`src/rtl/core/lcgr_pkg.sv`:
```
// ----------------------------------------------------------------------------
// lcgr_pkg
// Shared widths, constants, sequencer states and control bundle for the
// minimal standard uniform range generator.
// ----------------------------------------------------------------------------
package lcgr_pkg;

    localparam int SEED_W = 31;
    localparam int DATA_W = 32;
    localparam int SPAN_W = 33;
    localparam int PROD_W = 63;

    // Generator multiplier and prime modulus 2^31 - 1
    localparam logic [DATA_W-1:0] LCG_MUL   = 32'd16807;
    localparam logic [SEED_W-1:0] LCG_MOD   = 31'h7FFF_FFFF;
    localparam logic [SEED_W-1:0] SEED_INIT = 31'd1;

    // Sequencer states
    typedef enum logic [2:0] {
        S_IDLE,
        S_MUL_SEED,
        S_FOLD_SEED,
        S_MUL_SPAN,
        S_DIV_SUM,
        S_DIV_QUOT,
        S_OUT_LOAD
    } t_state;

    // One-hot step strobes from the sequencer to the datapath
    typedef struct packed {
        logic idle;
        logic mul_seed;
        logic fold_seed;
        logic mul_span;
        logic div_sum;
        logic div_quot;
        logic out_load;
    } t_ctrl;

endpackage

```
`src/rtl/core/lcgr_mul.sv`:
```
// ----------------------------------------------------------------------------
// lcgr_mul
// Shared 31 x 32 multiplier with registered product. A wide select loads
// a times 2^32 for the one span that does not fit in 32 bits.
// ----------------------------------------------------------------------------
module lcgr_mul import lcgr_pkg::*; (
    input  logic              i_clk,
    input  logic              i_en,
    input  logic              i_wide,
    input  logic [SEED_W-1:0] i_a,
    input  logic [DATA_W-1:0] i_b,
    output logic [PROD_W-1:0] o_prod
);

    logic [PROD_W-1:0] r_prod;
    logic [PROD_W-1:0] n_prod;

    // Product or shifted operand
    always_comb begin
        if (i_wide) begin
            n_prod = {i_a, {DATA_W{1'b0}}};
        end else begin
            n_prod = {{DATA_W{1'b0}}, i_a} * {{SEED_W{1'b0}}, i_b};
        end
    end

    always_ff @(posedge i_clk) begin
        if (i_en) begin
            r_prod <= n_prod;
        end
    end

    assign o_prod = r_prod;

endmodule

```
`config.mk`:
```
export PLATFORM = sky130hd
export DESIGN_NAME = lcgr_mul
export DESIGN_NICKNAME = d
export VERILOG_FILES = /design/src/rtl/core/lcgr_pkg.sv /design/src/rtl/core/lcgr_mul.sv
export SDC_FILE = /design/constraint.sdc
export NUM_CORES = 2
export LEC_CHECK = 0
export BUFFER_PORTS_ARGS = -buffer_cell sky130_fd_sc_hd__buf_2
export CORE_UTILIZATION = 66
export CTS_CLUSTER_DIAMETER = 40
export DETAILED_ROUTE_END_ITERATION = 8
export PLACE_DENSITY_LB_ADDON = 0.12
export SKIP_CTS_REPAIR_TIMING = 1
export SLEW_MARGIN = 20
export SYNTH_ARGS = -nofsm -noshare
export SYNTH_HDL_FRONTEND = slang
export SYNTH_SLANG_ARGS = --single-unit
```
`constraint.sdc`:
```
create_clock -name i_clk -period 10 [get_ports i_clk]
set_input_delay 1.5 -clock i_clk [delete_from_list [all_inputs] [get_ports i_clk]]
set_output_delay 1.5 -clock i_clk [all_outputs]
set_load 0.05 [all_outputs]
```
; ---- After elaboration in Yosys (flattened, before gate mapping)
; Index checks and enable logic that the tools add are counted.
[op_classes]
multipliers = 1
n_mux = 1
[ops]
columns = op, n
row1 = 31-bit by 32-bit multiplier with 63-bit output, 1
row2 = 63-bit 2-to-1 mux, 1
[word_totals]
register_bits = 63
output_inout_bits = 63

; ---- Longest topological paths before layout
[logic_depth]
ltp_word = 2
ltp_mapped = 29
ltp_nobuf = 27

; ---- Least setup slack after synthesis
; Ideal clock, no wire load.
[synth_path]
kind = input-to-reg
from = in i_b[18]
to = reg r_prod[62], in the netlist o_prod[62] (data pin)
arrival_time_ns = 7.894
required_ns = 9.739
slack_ns = 1.845
path_stages = 24
cell_sequence = clkbuf_1 -> and2_1 -> fa_1 -> fa_1 -> inv_1 -> fa_1 -> fa_1 -> inv_1 -> fa_1 -> inv_1 -> fa_1 -> fa_1 -> fa_1 -> inv_1 -> ha_1 -> a21o_1 -> a21o_1 -> a221o_1 -> and2_1 -> a31oi_4 -> o211ai_4 -> nand4_1 -> a21oi_1 -> a311o_1
[synth_via]
elab_chain_len = 2
[synth_rtl]
columns = item, line
row1 = "start, declared", lcgr_mul.sv:11  ; input logic [DATA_W-1:0] i_b,
row2 = 31-bit by 32-bit multiplier with 63-bit output, lcgr_mul.sv:23  ; n_prod = {{DATA_W{1'b0}}, i_a} * {{SEED_W{1'b0}}, i_b};
row3 = 63-bit 2-to-1 mux, lcgr_mul.sv:20  ; if (i_wide) begin
row4 = via n_prod[62], lcgr_mul.sv:16  ; logic [PROD_W-1:0] n_prod;
row5 = "end signal, assigned", lcgr_mul.sv:29  ; r_prod <= n_prod;
row6 = "end, declared", lcgr_mul.sv:15  ; logic [PROD_W-1:0] r_prod;
; The timed path passes the listed nets, and every way through them passes these cells.
; A chain may end at the register's enable or synchronous reset.

; ---- Worst setup path in the final report
[layout_path]
from = in i_b[19]
to = reg r_prod[53], in the netlist o_prod[53] (data pin)
; The elaborated chain is that of the path after synthesis.

==> results.cfg <==
[timing]
timing.final.crit_share = 0.911
min_period_ps = 9110
setup_tns_ps = 0
grt_setup_unrepaired = no
max_clock_freq_mhz = 110
slew_headroom = 0.289
tightest_slew_ps = 1070
final-hold-violation-count = 0
setup_ws_ps = 892
finalSetupViolCount = 0
report.final.slew_viol_count = 0

[route]
drt-total-wl_um = 99600
vias = 25900
drtIter0Drc = 1832
wire_per_inst_um = 22.5
viasPerCell = 5.86
dr.pass1.iters = 5
drc = 0
drt.antenna.violating_nets = 0

[layout]
largest_reg_flops = 63
drive_gt1_frac = 0.0527
nets = 4924
fillers = 4126
multi_input_area_sq_um = 28500
area_growth_pct = 3.46
seqCellArea_sq_um = 1890

[setup_path]
worstSetupEndpointType = flop
critPathTopFamily = adder cells
cp.required_ps = 10090
critPathBufInv = 4
worstSetupPathDepth = 22
slowest_delay_ps = 650
crit_type = input pin to flop
crit_chain = buf_2 -> nand2_1 -> fa_1 -> inv_1 -> fa_1 -> inv_1 -> fa_1 -> inv_1 -> fa_1 -> fa_1 -> fa_1 -> fa_1 -> fa_1 -> ha_1 -> a21oi_1 -> o21ai_0 -> a21oi_1 -> o21ai_1 -> a22oi_2 -> a211oi_4 -> o21ai_1 -> a311oi_1
cpMostUsedCell = fa_1
cp-start-kind = input pin
worstPathArrival_ps = 9190
worst_path_max_delay_cell = buf_2
cp_max_fo = 31

[global_route]
antenna_found_initial = 5
grt_overflow_total = 0
grt_first_pass_wirelength_um = 158000
grt_pass1_vias = 29100
grt_usage = 0.396
grt_max_degree = 89

[run_status]
status = complete, no violations

[clocking]
cts_tree = built
cts-buffers-inserted = 9
clkTransAtPathRegs_ps = 60
htree_levels = 3
clk_path_buf_depth = 2
cts_sinks = 63
root_buffer = clkbuf_16

[die]
fp.dieW_um = 231
std_cell_rows = 83
dieArea_sq_um = 53200
core_area_sq_um = 51500
pin_count = 129
initial_utilization = 0.670
die_h_um = 231

[synth]
synth_cell_type_count = 67
ys_seq_elements = 63
ys_warn_count = 0
synth.yosys.seq_area_share = 0.0549
synth_nets = 4970
syn_area_per_cell_sq_um = 9.12
syn_area_sq_um = 34500
ys.flop_type = edfxtp_1
synth_cells = 3782
synth-edff-count = 63
async_flop_share = 0

[placed_design]
dpl.hpwl_um = 77300
port_buffers = 128
gp_congestion = 0.963
place_ws_ps = 697

[min_path]
min_from = i_wide
whs_endpoint = o_prod[54]
min_path_type = input pin to flop
worstHoldPathCells = 3

[job]
maxCapViolCount = 0
-- metal layers --
| metal | wire length [um] | share of wire | global-route usage |
|---|---|---|---|
| met1 | 35700 | 0.36 | 0.483 |
| met2 | 48800 | 0.49 | 0.671 |
| met3 | 8030 | 0.081 | 0.0631 |
| met4 | 6990 | 0.070 | 0.230 |
| met5 | 15 | 0.00015 | 0 |
-- layout by cell type (no fill, tap or decap), types with 3 or more instances in the layout --
master	n
a221o_1	3
xor2_1	20
nor2_1	76
nand3_1	9
a31oi_1	5
fa_1	866
a21o_1	35
inv_1	870
o2111ai_1	3
ha_1	256
buf_4	35
nor2b_1	9
edfxtp_1	63
buf_2	128
a211oi_1	6
xnor2_1	31
and2_1	463
o21bai_1	11
and3_1	6
nor3_1	12
mux2i_1	3
or3_1	5
a311oi_1	5
a21oi_1	70
nand2_1	610
o21a_1	4
o211ai_1	5
o21ai_0	31
o21ai_1	24
nand4_1	16
clkbuf_16	9
-- synthesized netlist by cell type, drive strengths merged (3+ instances only) --
cell	instances	area, sq um
buf	3	16.3
nor2	76	285
nand4	17	113
clkbuf	217	815
a2111oi	3	38.8
mux2i	3	30.0
a221o	3	30.0
o21bai	11	82.6
ha	256	3200
xor2	20	175
xnor2	31	272
nand2	610	2290
o21ai	57	293
and2	464	2900
a31oi	7	65.1
edfxtp	63	1890
a211oi	7	65.1
a21o	35	263
or3	5	31.3
nor3	12	60.1
nor2b	9	56.3
inv	870	3270
a21oi	71	359
and3	6	37.5
nand3	9	45.0
o21a	4	30.0
a311oi	6	58.8
o211ai	8	83.8
fa	866	17300
o31ai	4	40.0
o2111ai	3	26.3
-- area by class of cell --
cell class              instances  area share
multi-input cells            2628       0.799
inverters                     871      0.0916
diodes                          2    0.000140
well taps                     680      0.0238
flip-flops and latches         63      0.0530
clock buffers                  10     0.00642
repair buffers                163      0.0253
clock inverters                 6     0.00105
-- worst max-delay path by stage --
| stage | from | end | slack (ps) |
|---|---|---|---|
| after floorplan | i_b[18] | o_prod[62] | 1850 |
| after CTS | i_a[7] | o_prod[56] | 1020 |
| after detailed placement | i_a[7] | o_prod[56] | 700 |
| after global routing | i_a[7] | o_prod[56] | 580 |
| final | i_b[19] | o_prod[53] | 890 |
| after global placement | i_a[5] | o_prod[53] | 760 |
-- logic make-up (layout without fill, tap and decap cells) --
logic type / count (synthesis) / in the layout / synth area share
compound gates: 236 / 236 / 0.0464
buf+inv: 1091 / 1050 / 0.119
simple gates: 1216 / 1216 / 0.171
mux: 3 / 3 / 0.000871
other cells: 0 / 2 / 0
xor+xnor: 51 / 51 / 0.0130
fa+ha+maj: 1122 / 1122 / 0.596
flops: 63 / 63 / 0.0549
-- metrics by stage --
stage | area, sq um | cells | utilization | hold slack, ps
4_1_cts | 35700 | 4421 | 0.693 | 1520
3_3_place_gp | 35400 | 4405 | 0.688 | 1830
2_1_floorplan | 34500 | 3782 | - | 1610
5_1_grt | 35700 | 4423 | 0.693 | 1540
6_report | 35700 | 4423 | 0.693 | 1520
3_5_place_dp | 35400 | 4405 | 0.688 | 1860
Power is left out: the tool's default activity adds up to more than one toggle a clock period on the data nets, which glitch-free logic cannot reach.
