$ cat src/rtl/core/lcgr_pkg.sv
// ----------------------------------------------------------------------------
// lcgr_pkg
// Shared widths, constants, sequencer states and control bundle for the
// minimal standard uniform range generator.
// ----------------------------------------------------------------------------
package lcgr_pkg;

    localparam int SEED_W = 31;
    localparam int DATA_W = 32;
    localparam int SPAN_W = 33;
    localparam int PROD_W = 63;

    // Generator multiplier and prime modulus 2^31 - 1
    localparam logic [DATA_W-1:0] LCG_MUL   = 32'd16807;
    localparam logic [SEED_W-1:0] LCG_MOD   = 31'h7FFF_FFFF;
    localparam logic [SEED_W-1:0] SEED_INIT = 31'd1;

    // Sequencer states
    typedef enum logic [2:0] {
        S_IDLE,
        S_MUL_SEED,
        S_FOLD_SEED,
        S_MUL_SPAN,
        S_DIV_SUM,
        S_DIV_QUOT,
        S_OUT_LOAD
    } t_state;

    // One-hot step strobes from the sequencer to the datapath
    typedef struct packed {
        logic idle;
        logic mul_seed;
        logic fold_seed;
        logic mul_span;
        logic div_sum;
        logic div_quot;
        logic out_load;
    } t_ctrl;

endpackage

$ cat src/rtl/core/lcgr_ctrl.sv
// ----------------------------------------------------------------------------
// lcgr_ctrl
// Step sequencer: walks one request through seed multiply, modular fold,
// span multiply, two-step constant division and result load.
// ----------------------------------------------------------------------------
module lcgr_ctrl import lcgr_pkg::*; (
    input  logic  i_clk,
    input  logic  i_rst_n,
    input  logic  i_start,
    output t_ctrl o_ctrl
);

    t_state r_state;
    t_state n_state;

    always_ff @(posedge i_clk) begin
        if (!i_rst_n) begin
            r_state <= S_IDLE;
        end else begin
            r_state <= n_state;
        end
    end

    // Next state and step strobes
    always_comb begin
        n_state = r_state;
        o_ctrl  = '0;
        case (r_state)
            S_IDLE: begin
                o_ctrl.idle = 1'b1;
                if (i_start) begin
                    n_state = S_MUL_SEED;
                end
            end
            S_MUL_SEED: begin
                o_ctrl.mul_seed = 1'b1;
                n_state         = S_FOLD_SEED;
            end
            S_FOLD_SEED: begin
                o_ctrl.fold_seed = 1'b1;
                n_state          = S_MUL_SPAN;
            end
            S_MUL_SPAN: begin
                o_ctrl.mul_span = 1'b1;
                n_state         = S_DIV_SUM;
            end
            S_DIV_SUM: begin
                o_ctrl.div_sum = 1'b1;
                n_state        = S_DIV_QUOT;
            end
            S_DIV_QUOT: begin
                o_ctrl.div_quot = 1'b1;
                n_state         = S_OUT_LOAD;
            end
            S_OUT_LOAD: begin
                o_ctrl.out_load = 1'b1;
                n_state         = S_IDLE;
            end
            default: begin
                n_state = S_IDLE;
            end
        endcase
    end

endmodule

$ cat config.mk
export PLATFORM = sky130hd
export DESIGN_NAME = lcgr_ctrl
export DESIGN_NICKNAME = d
export VERILOG_FILES = /design/src/rtl/core/lcgr_pkg.sv /design/src/rtl/core/lcgr_ctrl.sv
export SDC_FILE = /design/constraint.sdc
export NUM_CORES = 1
export LEC_CHECK = 0
export BUFFER_PORTS_ARGS = -buffer_cell sky130_fd_sc_hd__buf_4
export CORE_AREA = 3 3 40 42
export CTS_CLUSTER_SIZE = 16
export DETAILED_ROUTE_END_ITERATION = 8
export DIE_AREA = 0 0 43 45
export PLACE_DENSITY = 0.4
export SYNTH_ARGS = -nofsm -noshare
export SYNTH_HDL_FRONTEND = slang
export SYNTH_SLANG_ARGS = --single-unit
$ cat constraint.sdc
create_clock -name i_clk -period 0.95 [get_ports i_clk]
set_input_delay 0.0475 -clock i_clk [delete_from_list [all_inputs] [get_ports i_clk]]
set_output_delay 0.0475 -clock i_clk [all_outputs]
set_load 0.05 [all_outputs]
## After elaboration in Yosys (flattened, before gate mapping)

Cells that the tools add are included.

| operators by class | value |
|---|---|
| $add $sub $neg | 0 |
| $mul | 0 |
| divide/modulo/power cells | 0 |
| order comparisons | 0 |
| equality and inequality tests | 7 |
| shift-type cells | 0 |
| multiplexer cells | 9 |
| bitwise gates (word level) | 0 |
| reductions and logical operators | 1 |

Operators by type and width:

| kind | number |
|---|---|
| $pmux 3 s6 | 1 |
| $eq 3x3->1 const B | 3 |
| $mux 1 | 7 |
| $eq 3x2->1 const B | 2 |
| $eq 3x1->1 const B | 1 |
| $logic_not 3->1 | 1 |
| $mux 3 | 1 |
| $ne 2x2->1 const B | 1 |

| storage, ports and cells | value |
|---|---|
| register bits | 3 |
| latch bits | 0 |
| RAM bits | 0 |
| ROM bits | 0 |
| input bits | 3 |
| output and inout port bits | 7 |
| logic and storage cells | 18 |
| memories | 0 |

## Depth between registers and ports, before layout

Gate-level depths: netlist (run 1).

| logic depth | value |
|---|---|
| depth after elaboration | 2 |
| depth in mapped cells | 3 |
| mapped depth without buffers | 2 |

## Worst setup path after synthesis (run 1)

OpenSTA, ideal clock, no wires.

| timing | value |
|---|---|
| kind | register to output |
| from | register r_state[2] |
| to | output port o_ctrl[2] (netlist bit) |
| arrival | 1.636 ns |
| required time | 0.902 ns |
| slack | -0.734 ns |
| stages on the path, launching flop included | 3 |
| buffers on the path | 1 |
| cell sequence | dfxtp_1 -> buf_2 -> nor3b_1 |

RTL lines:

| what | line | source |
|---|---|---|
| start: declaration | lcgr_ctrl.sv:13 | `t_state r_state;` |
| start signal: assignment | lcgr_ctrl.sv:20 | `r_state <= n_state;` |
| end: declaration | lcgr_ctrl.sv:10 | `output t_ctrl o_ctrl` |

==> results by group, run 1 <==
Yosys
  – Area contributors post-synth: dfxtp_1 35%, a2111oi_2 8.8%, nor2b_1 7.3%
  – Number of synthesized register bits: 3
  – Post-Syn Nets: 22
  – Synth Cell Area: 171 um2
  – Sequential fraction of the synthesis area: 0.350
  – Warnings, synthesis: 0
  – Cell variety after synth: 14
  – Cells after Synth: 19
  – Share of the synthesized area in the top cell type: 0.350
  – Mean post-synth cell area: 9.02 um2
  – Cell taking the most area after synthesis: dfxtp_1

Global route
  – Vias in the first global route: 245
  – Initial antenna violation count: 0
  – Total GRT Usage: 0.0700
  – Largest net degree at the start of global routing: 8
  – Total grt overflow: 0
  – Global-route wire length before repair: 972 um

Worst setup path
  – CP max-delay cell: dfxtp_2
  – Worst Path Max Fanout: 4
  – Critical path required time: 900 ps
  – CP Capture Type: output pin
  – Startpoint types: flop
  – Worst r2r src: r_state[2]$_SDFFE_PN0P_
  – Setup Crit Path Kind: flop to output pin
  – Launch point of the worst path: r_state[0]$_SDFFE_PN0P_
  – Critical Path Max Stage Delay: 330 ps
  – CP arrival: 1090 ps
  – Worst-path cell chain: buf_6, nor3b_4, buf_6
  – Crit-path most repeated cell: buf_6

STA
  – Total negative setup slack: -1160 ps
  – Final Hold Fails: 0
  – Worst Max-Slew Pin Slew: 221 ps
  – Worst setup margin: -185 ps
  – RSZ-0062 raised after global routing: true
  – Final min period: 1140 ps
  – Final Max Tran Viols: 0
  – Slew Limit Headroom: 0.853
  – Final setup fails: 9
  – Achievable clock frequency: 881 MHz
  – Clk_skew: 1.92 ps
  – Crit share post-route: 1.20

Cells and area
  – Most flop-heavy register: r_state
  – # diodes: 0
  – Area of the multi-input gates: 166 um2
  – Area grow syn2layout: 184%
  – Flip-flop and latch area: 68.8 um2
  – Largest register FFs: 3
  – Share of cells above drive strength 1: 0.881
  – Nets: 46
  – FILL cells: 136
  – Final Non-Filler Cells: 57
  – Top Registers: r_state: 3 flops

Floorplanning
  – Row cnt: 13
  – Die Span Y: 45 um
  – Die Wd: 43 um
  – Initial Util: 0.133
  – Core Box Area: 1280 um2
  – Die area: 1940 um2
  – IO Count: 10

Power and ir drop
  – Worst vdd rail ir drop: 0.000667 V
  – Lkg Pwr: 0.209 nW
  – Final Total Pwr: 0.000621 W
  – Power per cell area: 1280 nW/um2

Route
  – Detailed Routing Iterations Pass 1: 1
  – Drt total wl: 534 um
  – Via Count: 212
  – ANT nets after route: 0
  – Initial DRC count: 0
  – Via-to-Cell Ratio: 3.72
  – DRC Markers: 0
  – Wirelength per Cell: 9.37 um

CTS
  – H-Tree Level Count: 1
  – Root Buffer Master: clkbuf_4
  – Worst skew pair latency: 230 ps
  – CTS sink cnt: 3
  – Clock buffer depth: 2
  – Clock-pin transition on the worst setup and hold timing paths: 30 ps
  – Post-CTS Hold Buffers: 0
  – TritonCTS buffer count: 3
  – CTS tree: built

Hold path
  – Hold_sp: i_rst_n
  – Worst min path class: primary input to flop

Outcome
  – Failing checks: negative setup slack
  – Status: finished with violations

Placed design
  – Placed cell count: 49
  – RD Place Congestion: 0.710
  – DP HPWL: 378 um
  – Buffers on Ports: 9

Flow run
  – Max-cap viol count: 0
[through the flow]
| stage | utilization | area [um2] | worst slack, ps | hold slack, ps |
|---|---|---|---|---|
| 5_1_grt | 0.379 | 487 | -236 | 42.0 |
| 4_1_cts | 0.367 | 472 | -219 | 33.9 |
| 2_1_floorplan | - | 219 | -234 | 164 |
| 3_5_place_dp | 0.270 | 347 | -40.1 | 277 |
| 6_report | 0.379 | 487 | -185 | 38.5 |
| 3_3_place_gp | 0.270 | 347 | -21.7 | 275 |
[worst max-delay path: cells and delay by family, from the launching register on]
| kind | cells | cell delay, ps |
|---|---|---|
| DFF | 1 | 330 |
| buffers and inverters | 2 | 320 |
| and+or+nand+nor | 1 | 210 |
[per-layer routing]
layer  wire length [um]  global-route usage
met5                  0                   0
met4                  0              0.0542
met3                 23              0.0239
met2                310               0.120
met1                201              0.0700
[synth_stat cells]
master	count
a2111oi_2	1
a21oi_1	1
and2_1	1
and3b_1	1
buf_2	1
dfxtp_1	3
inv_1	2
nand2b_1	1
nand3b_1	1
nor2b_1	2
nor3_1	2
nor3b_1	1
nor3b_2	1
o21a_1	1
[cell usage in the layout, fill, tap and decap left out]
cell type | Yosys | layout
buf_4 | 0 | 10
buf_6 | 0 | 8
clkbuf_4 | 0 | 3
nor3b_4 | 0 | 2
nor2b_4 | 0 | 2
buf_8 | 0 | 2
dfxtp_4 | 0 | 2
nand3b_1 | 1 | 1
clkinvlp_4 | 0 | 1
nor3_4 | 0 | 1
and3b_2 | 0 | 1
o21a_1 | 1 | 1
inv_1 | 2 | 1
nor3_2 | 0 | 1
a2111oi_4 | 0 | 1
nand2b_1 | 1 | 1
a21oi_2 | 0 | 1
and2_2 | 0 | 1
clkbuf_1 | 0 | 1
dfxtp_2 | 0 | 1
[cell type report]
| class | count | share of cell area |
|---|---|---|
| Clock buffer | 4 | 0.0540 |
| Inverter | 2 | 0.0231 |
| Multi-Input combinational cell | 13 | 0.342 |
| Sequential cell | 3 | 0.141 |
| Tap cell | 15 | 0.0386 |
| Timing Repair Buffer | 20 | 0.401 |
[final timing paths]
kind / slack (ps) / cells after the start / to
max: -190 / 3 / o_ctrl[4]
min reg2reg: 550 / 2 / r_state[0]$_SDFFE_PN0P_
min: 40 / 2 / r_state[1]$_SDFFE_PN0P_
max reg2reg: -50 / 3 / r_state[0]$_SDFFE_PN0P_
[power by group]
| group | switching, W | internal, W | total [W] | leakage [nW] |
|---|---|---|---|---|
| clock network | 0.0000594 | 0.000157 | 0.000216 | 0.0150 |
| logic | 0.000126 | 0.000124 | 0.000250 | 0.167 |
| registers | 0.0000181 | 0.000136 | 0.000154 | 0.0264 |
[timing repair]
| item | 4_1_cts | 5_1_grt |
|---|---|---|
| gates resized for setup | 20 | 2 |
| buffers inserted | 3 | 1 |
| pin swaps | 4 | 2 |
| endpoints found under the setup margin | 9 | 10 |
[cell families after synthesis]
logic type / after synthesis / share of synthesized area
buffers and inverters: 3 / 0.0730
AND/OR/NAND/NOR: 10 / 0.416
flip-flops: 3 / 0.350
AO/OA/AOI/OAI: 3 / 0.161
No activity file was read; power rests on OpenSTA's default activity.
==> inputs of run 2 (changes only) <==
--- a/config.mk
+++ b/config.mk
@@ -5,7 +5,7 @@
 export SDC_FILE = /design/constraint.sdc
 export NUM_CORES = 1
 export LEC_CHECK = 0
-export BUFFER_PORTS_ARGS = -buffer_cell sky130_fd_sc_hd__buf_4
+export BUFFER_PORTS_ARGS = -buffer_cell sky130_fd_sc_hd__buf_2
 export CORE_AREA = 3 3 40 42
 export CTS_CLUSTER_SIZE = 16
 export DETAILED_ROUTE_END_ITERATION = 8
==> results by group, run 2 (synthesis gave the netlist of run 1 again) <==
Cells and area
  – Most frequent cells in the layout: 10 x buf_6, 8 x buf_4, 3 x clkbuf_4, 3 x buf_8, 3 x dfxtp_4
  – Fin util: 0.407
  – Nets: 49
  – # diodes: 0
  – Largest register FFs: 3
  – Commonest non-fill, non-tap cell in the layout: buf_6
  – Top Registers: r_state: 3 flops
  – Share of cells above drive strength 1: 0.889
  – Most flop-heavy register: r_state
  – Area grow syn2layout: 205%
  – Final instance area: 523 um2

CTS
  – Clock-pin transition on the worst setup and hold timing paths: 30 ps
  – CTS tree: built
  – CTS sink cnt: 3
  – TritonCTS buffer count: 3
  – Post-CTS Hold Buffers: 0
  – Worst skew pair latency: 230 ps
  – H-Tree Level Count: 1
  – Clock buffer depth: 2
  – Root Buffer Master: clkbuf_4

Worst setup path
  – R2R depth: 4
  – Worst r2r src: r_state[0]$_SDFFE_PN0P_
  – CP Capture Type: output pin
  – Startpoint types: flop
  – Worst Path Max Fanout: 4
  – Reg-to-Reg End: r_state[1]$_SDFFE_PN0P_
  – CP arrival: 1100 ps
  – Critical path required time: 900 ps
  – R2R Setup Slk: -50 ps
  – Setup Crit Path Kind: flop to output pin

Hold path
  – Worst min path class: primary input to flop
  – Hold_sp: i_rst_n
  – Hold worst-path end: r_state[1]$_SDFFE_PN0P_
  – Hold Path Depth: 2

STA
  – Final Max Tran Viols: 0
  – Crit share post-route: 1.20
  – Achievable clock frequency: 875 MHz
  – Final Hold Fails: 0
  – Final min period: 1140 ps
  – Slew Limit Headroom: 0.834
  – RSZ-0062 raised after global routing: true
  – Worst Max-Slew Pin Slew: 247 ps
  – Final setup fails: 9
  – Hold_ws: 51.2 ps
  – Worst setup margin: -193 ps
  – Clk_skew: 1.92 ps

Outcome
  – Failing checks: negative setup slack
  – Status: finished with violations

Global route
  – Global-route wire length before repair: 1090 um
  – Total grt overflow: 0
  – Largest net degree at the start of global routing: 9
  – Vias in the first global route: 284
  – Total GRT Usage: 0.0782
  – Initial antenna violation count: 0

Placed design
  – RD Place Congestion: 0.699
  – Buffers on Ports: 9
  – Place WS: -77.5 ps
  – Dpl cell area: 354 um2

Route
  – Initial DRC count: 3
  – Via-to-Cell Ratio: 4.05
  – Detailed Routing Iterations Pass 1: 2
  – Drt total wl: 709 um
  – Via Count: 243
  – ANT nets after route: 0
  – Wirelength per Cell: 11.8 um
  – DRC Markers: 0

Floorplanning
  – Initial Util: 0.133
  – IO Count: 10
  – Die area: 1940 um2
  – Die Wd: 43 um
  – Row cnt: 13
  – Core Box Area: 1280 um2
  – Die Span Y: 45 um

Power and ir drop
  – Lkg Pwr: 0.227 nW
  – Power per cell area: 1250 nW/um2
  – Worst vdd rail ir drop: 0.000759 V

Flow run
  – Max-cap viol count: 0
-- run 2: stage by stage --
stage                     cells  setup TNS [ps]  total power [W]
after global placement       53            -255         0.000348
after floorplan              19            -564         0.000279
after detailed placement     53            -383         0.000352
after CTS                    59           -1350         0.000653
final                        60           -1240         0.000655
after global routing         60           -1600         0.000693
-- run 2: final cells by class --
cell class / instances / area [um2]
fillers: 131 / 762
well taps: 15 / 18.8
clock buffers: 4 / 26.3
flip-flops and latches: 3 / 71.3
multi-input cells: 13 / 168
inverters: 2 / 11.3
repair buffers: 23 / 228
-- run 2: repair_timing --
action | 4_1_cts | 5_1_grt
pin swaps | 3 | 6
setup endpoints to repair | 10 | 10
setup buffers | 3 | 2
resized for setup | 26 | 7
-- run 2: critical path, cell delays in order, from the launching register on --
cell	delay (ps)
dfxtp_4	350
buf_6	130
and3b_2	230
buf_6	150
-- run 2: worst max path at each step --
| stage | startpoint | end | slack [ps] | cells after the start |
|---|---|---|---|---|
| after CTS | r_state[2]$_SDFFE_PN0P_ | o_ctrl[4] | -200 | 3 |
| after global routing | r_state[0]$_SDFFE_PN0P_ | o_ctrl[4] | -240 | 3 |
| after global placement | r_state[2]$_SDFFE_PN0P_ | o_ctrl[4] | -60 | 3 |
| after detailed placement | r_state[2]$_SDFFE_PN0P_ | o_ctrl[4] | -80 | 3 |
| final | r_state[0]$_SDFFE_PN0P_ | o_ctrl[0] | -190 | 3 |
| after floorplan | r_state[2]$_SDFFE_PN0P_ | r_state[1]$_SDFFE_PN0P_ | -230 | 3 |
-- run 2: routing by layer --
metal  vias to the layer above  global-route usage  part of all wire
li1                        118                   -                 -
met1                       119              0.0697              0.37
met3                         2              0.0239             0.018
met5                         -                   0                 0
met2                         4               0.141              0.60
met4                         0              0.0723            0.0099
-- run 2: where the power goes --
group / leakage [nW] / internal, W / switching [W]
Clock: 0.0150 / 0.000157 / 0.0000636
Sequential: 0.0267 / 0.000135 / 0.0000189
Combinational: 0.185 / 0.000144 / 0.000136
==> inputs of run 3 (changes only) <==
--- a/config.mk
+++ b/config.mk
@@ -14,3 +14,4 @@
 export SYNTH_ARGS = -nofsm -noshare
 export SYNTH_HDL_FRONTEND = slang
 export SYNTH_SLANG_ARGS = --single-unit
+export TNS_END_PERCENT = 50
==> results by group, run 3 (synthesis gave the netlist of run 1 again) <==
Cells and area
  – Area grow syn2layout: 175%
  – Commonest non-fill, non-tap cell in the layout: buf_6
  – # diodes: 0
  – FILL cells: 131
  – Most flop-heavy register: r_state
  – Nets: 45
  – Final Non-Filler Cells: 56
  – Share of cells above drive strength 1: 0.805
  – Most frequent cells in the layout: 8 x buf_6, 7 x buf_4, 3 x clkbuf_4
  – Top Registers: r_state: 3 flops
  – Largest register FFs: 3

Route
  – ANT nets after route: 0
  – Detailed Routing Iterations Pass 1: 3
  – Via-to-Cell Ratio: 3.95
  – Initial DRC count: 2
  – Wirelength per Cell: 10.8 um
  – Via Count: 221
  – DRC Markers: 0
  – Drt total wl: 607 um

STA
  – Final setup fails: 9
  – Final min period: 1130 ps
  – Final Hold Fails: 0
  – Hold_ws: 67.5 ps
  – Final Max Tran Viols: 0
  – Slew Limit Headroom: 0.843
  – Achievable clock frequency: 887 MHz
  – Worst Max-Slew Pin Slew: 236 ps
  – Worst setup margin: -177 ps
  – Clk_skew: 1.03 ps
  – Crit share post-route: 1.19
  – RSZ-0062 raised after global routing: true

CTS
  – Clock buffer depth: 2
  – Post-CTS Hold Buffers: 0
  – H-Tree Level Count: 1
  – CTS tree: built
  – TritonCTS buffer count: 3
  – CTS sink cnt: 3
  – Clock-pin transition on the worst setup and hold timing paths: 30 ps
  – Worst skew pair latency: 230 ps
  – Root Buffer Master: clkbuf_4

Global route
  – GR Layer Usage met3: 0.0359
  – Total grt overflow: 0
  – Vias in the first global route: 249
  – Met2 Usage GRT: 0.138
  – Top Usage Layer GRT: met2
  – Global-route wire length before repair: 1060 um
  – Total GRT Usage: 0.0806
  – Grt met1 use: 0.0719
  – Largest net degree at the start of global routing: 9
  – Initial antenna violation count: 0

Outcome
  – Failing checks: negative setup slack
  – Status: finished with violations

Worst setup path
  – Startpoint types: flop
  – Setup Crit Path Kind: flop to output pin
  – Delay-heaviest family, CP: flip-flops
  – Worst-path cell chain: buf_4, nor3b_4, buf_6
  – Critical path required time: 900 ps
  – Worst Path Max Fanout: 6
  – CP arrival: 1080 ps
  – CP Capture Type: output pin
  – Critical Path Max Stage Delay: 360 ps
  – CP max-delay cell: dfxtp_4
  – Worst Path Buf+Inv: 2

Placed design
  – Buffers on Ports: 9
  – DP HPWL: 414 um
  – Placed cell count: 50
  – RD Place Congestion: 0.716

Floorplanning
  – Die Span Y: 45 um
  – Core Box Area: 1280 um2
  – Die area: 1940 um2
  – Row cnt: 13
  – Initial Util: 0.133
  – IO Count: 10
  – Die Wd: 43 um

Power and ir drop
  – Power per cell area: 1340 nW/um2
  – Lkg Pwr: 0.215 nW
  – Worst vdd rail ir drop: 0.000452 V

Flow run
  – Max-cap viol count: 0

Hold path
  – Worst min path class: primary input to flop
-- run 3: power breakdown --
part	leakage (nW)	internal [W]	switching, W
logic	0.174	0.000129	0.000130
registers	0.0264	0.000136	0.0000176
clock network	0.0150	0.000157	0.0000627
-- run 3: what timing repair did --
action / 4_1_cts / 5_1_grt
pin swaps: 3 / 0
setup buffers: 2 / 0
endpoints found under the hold margin: 0 / 0
setup endpoints to repair: 9 / 9
gates resized for setup: 24 / 1
-- run 3: cell type report --
class	count	area, um2	share of cell area
inverters	2	7.51	0.0159
repair buffers	19	188	0.398
clock buffers	4	26.3	0.0557
multi-input cells	13	163	0.345
well taps	15	18.8	0.0398
flip-flops and latches	3	68.8	0.146
-- run 3: metal layers --
layer  share of wire  vias up  wire, um
met2            0.53        7       322
met3           0.041        2        25
met4           0.026        0        16
met1            0.40      103       243
li1                -      109         -
met5               0        -         0
-- run 3: worst register-to-register path, cell delays in order (launching register included) --
cell and delay (ps):
dfxtp_4 370, buf_6 120, buf_4 130, a2111oi_4 270
-- run 3: path summary, 6_finish.rpt --
| path | startpoint | end | slack [ps] | cells after the start |
|---|---|---|---|---|
| setup / recovery | r_state[1]$_SDFFE_PN0P_ | o_ctrl[2] | -180 | 3 |
| setup reg to reg | r_state[2]$_SDFFE_PN0P_ | r_state[0]$_SDFFE_PN0P_ | -50 | 3 |
| hold reg to reg | r_state[1]$_SDFFE_PN0P_ | r_state[2]$_SDFFE_PN0P_ | 580 | 2 |
| hold / removal | i_rst_n | r_state[1]$_SDFFE_PN0P_ | 70 | 2 |
-- run 3: metrics by stage --
| step | worst slack [ps] | power [W] | util | setup TNS (ps) | area (um2) |
|---|---|---|---|---|---|
| after floorplan | -234 | 0.000278 | - | -582 | 214 |
| after global placement | -108 | 0.000349 | 0.264 | -503 | 339 |
| after detailed placement | -103 | 0.000352 | 0.264 | -538 | 339 |
| after CTS | -182 | 0.000639 | 0.363 | -1200 | 467 |
| after global routing | -218 | 0.000677 | 0.367 | -1570 | 472 |
| final | -177 | 0.000633 | 0.367 | -1100 | 472 |
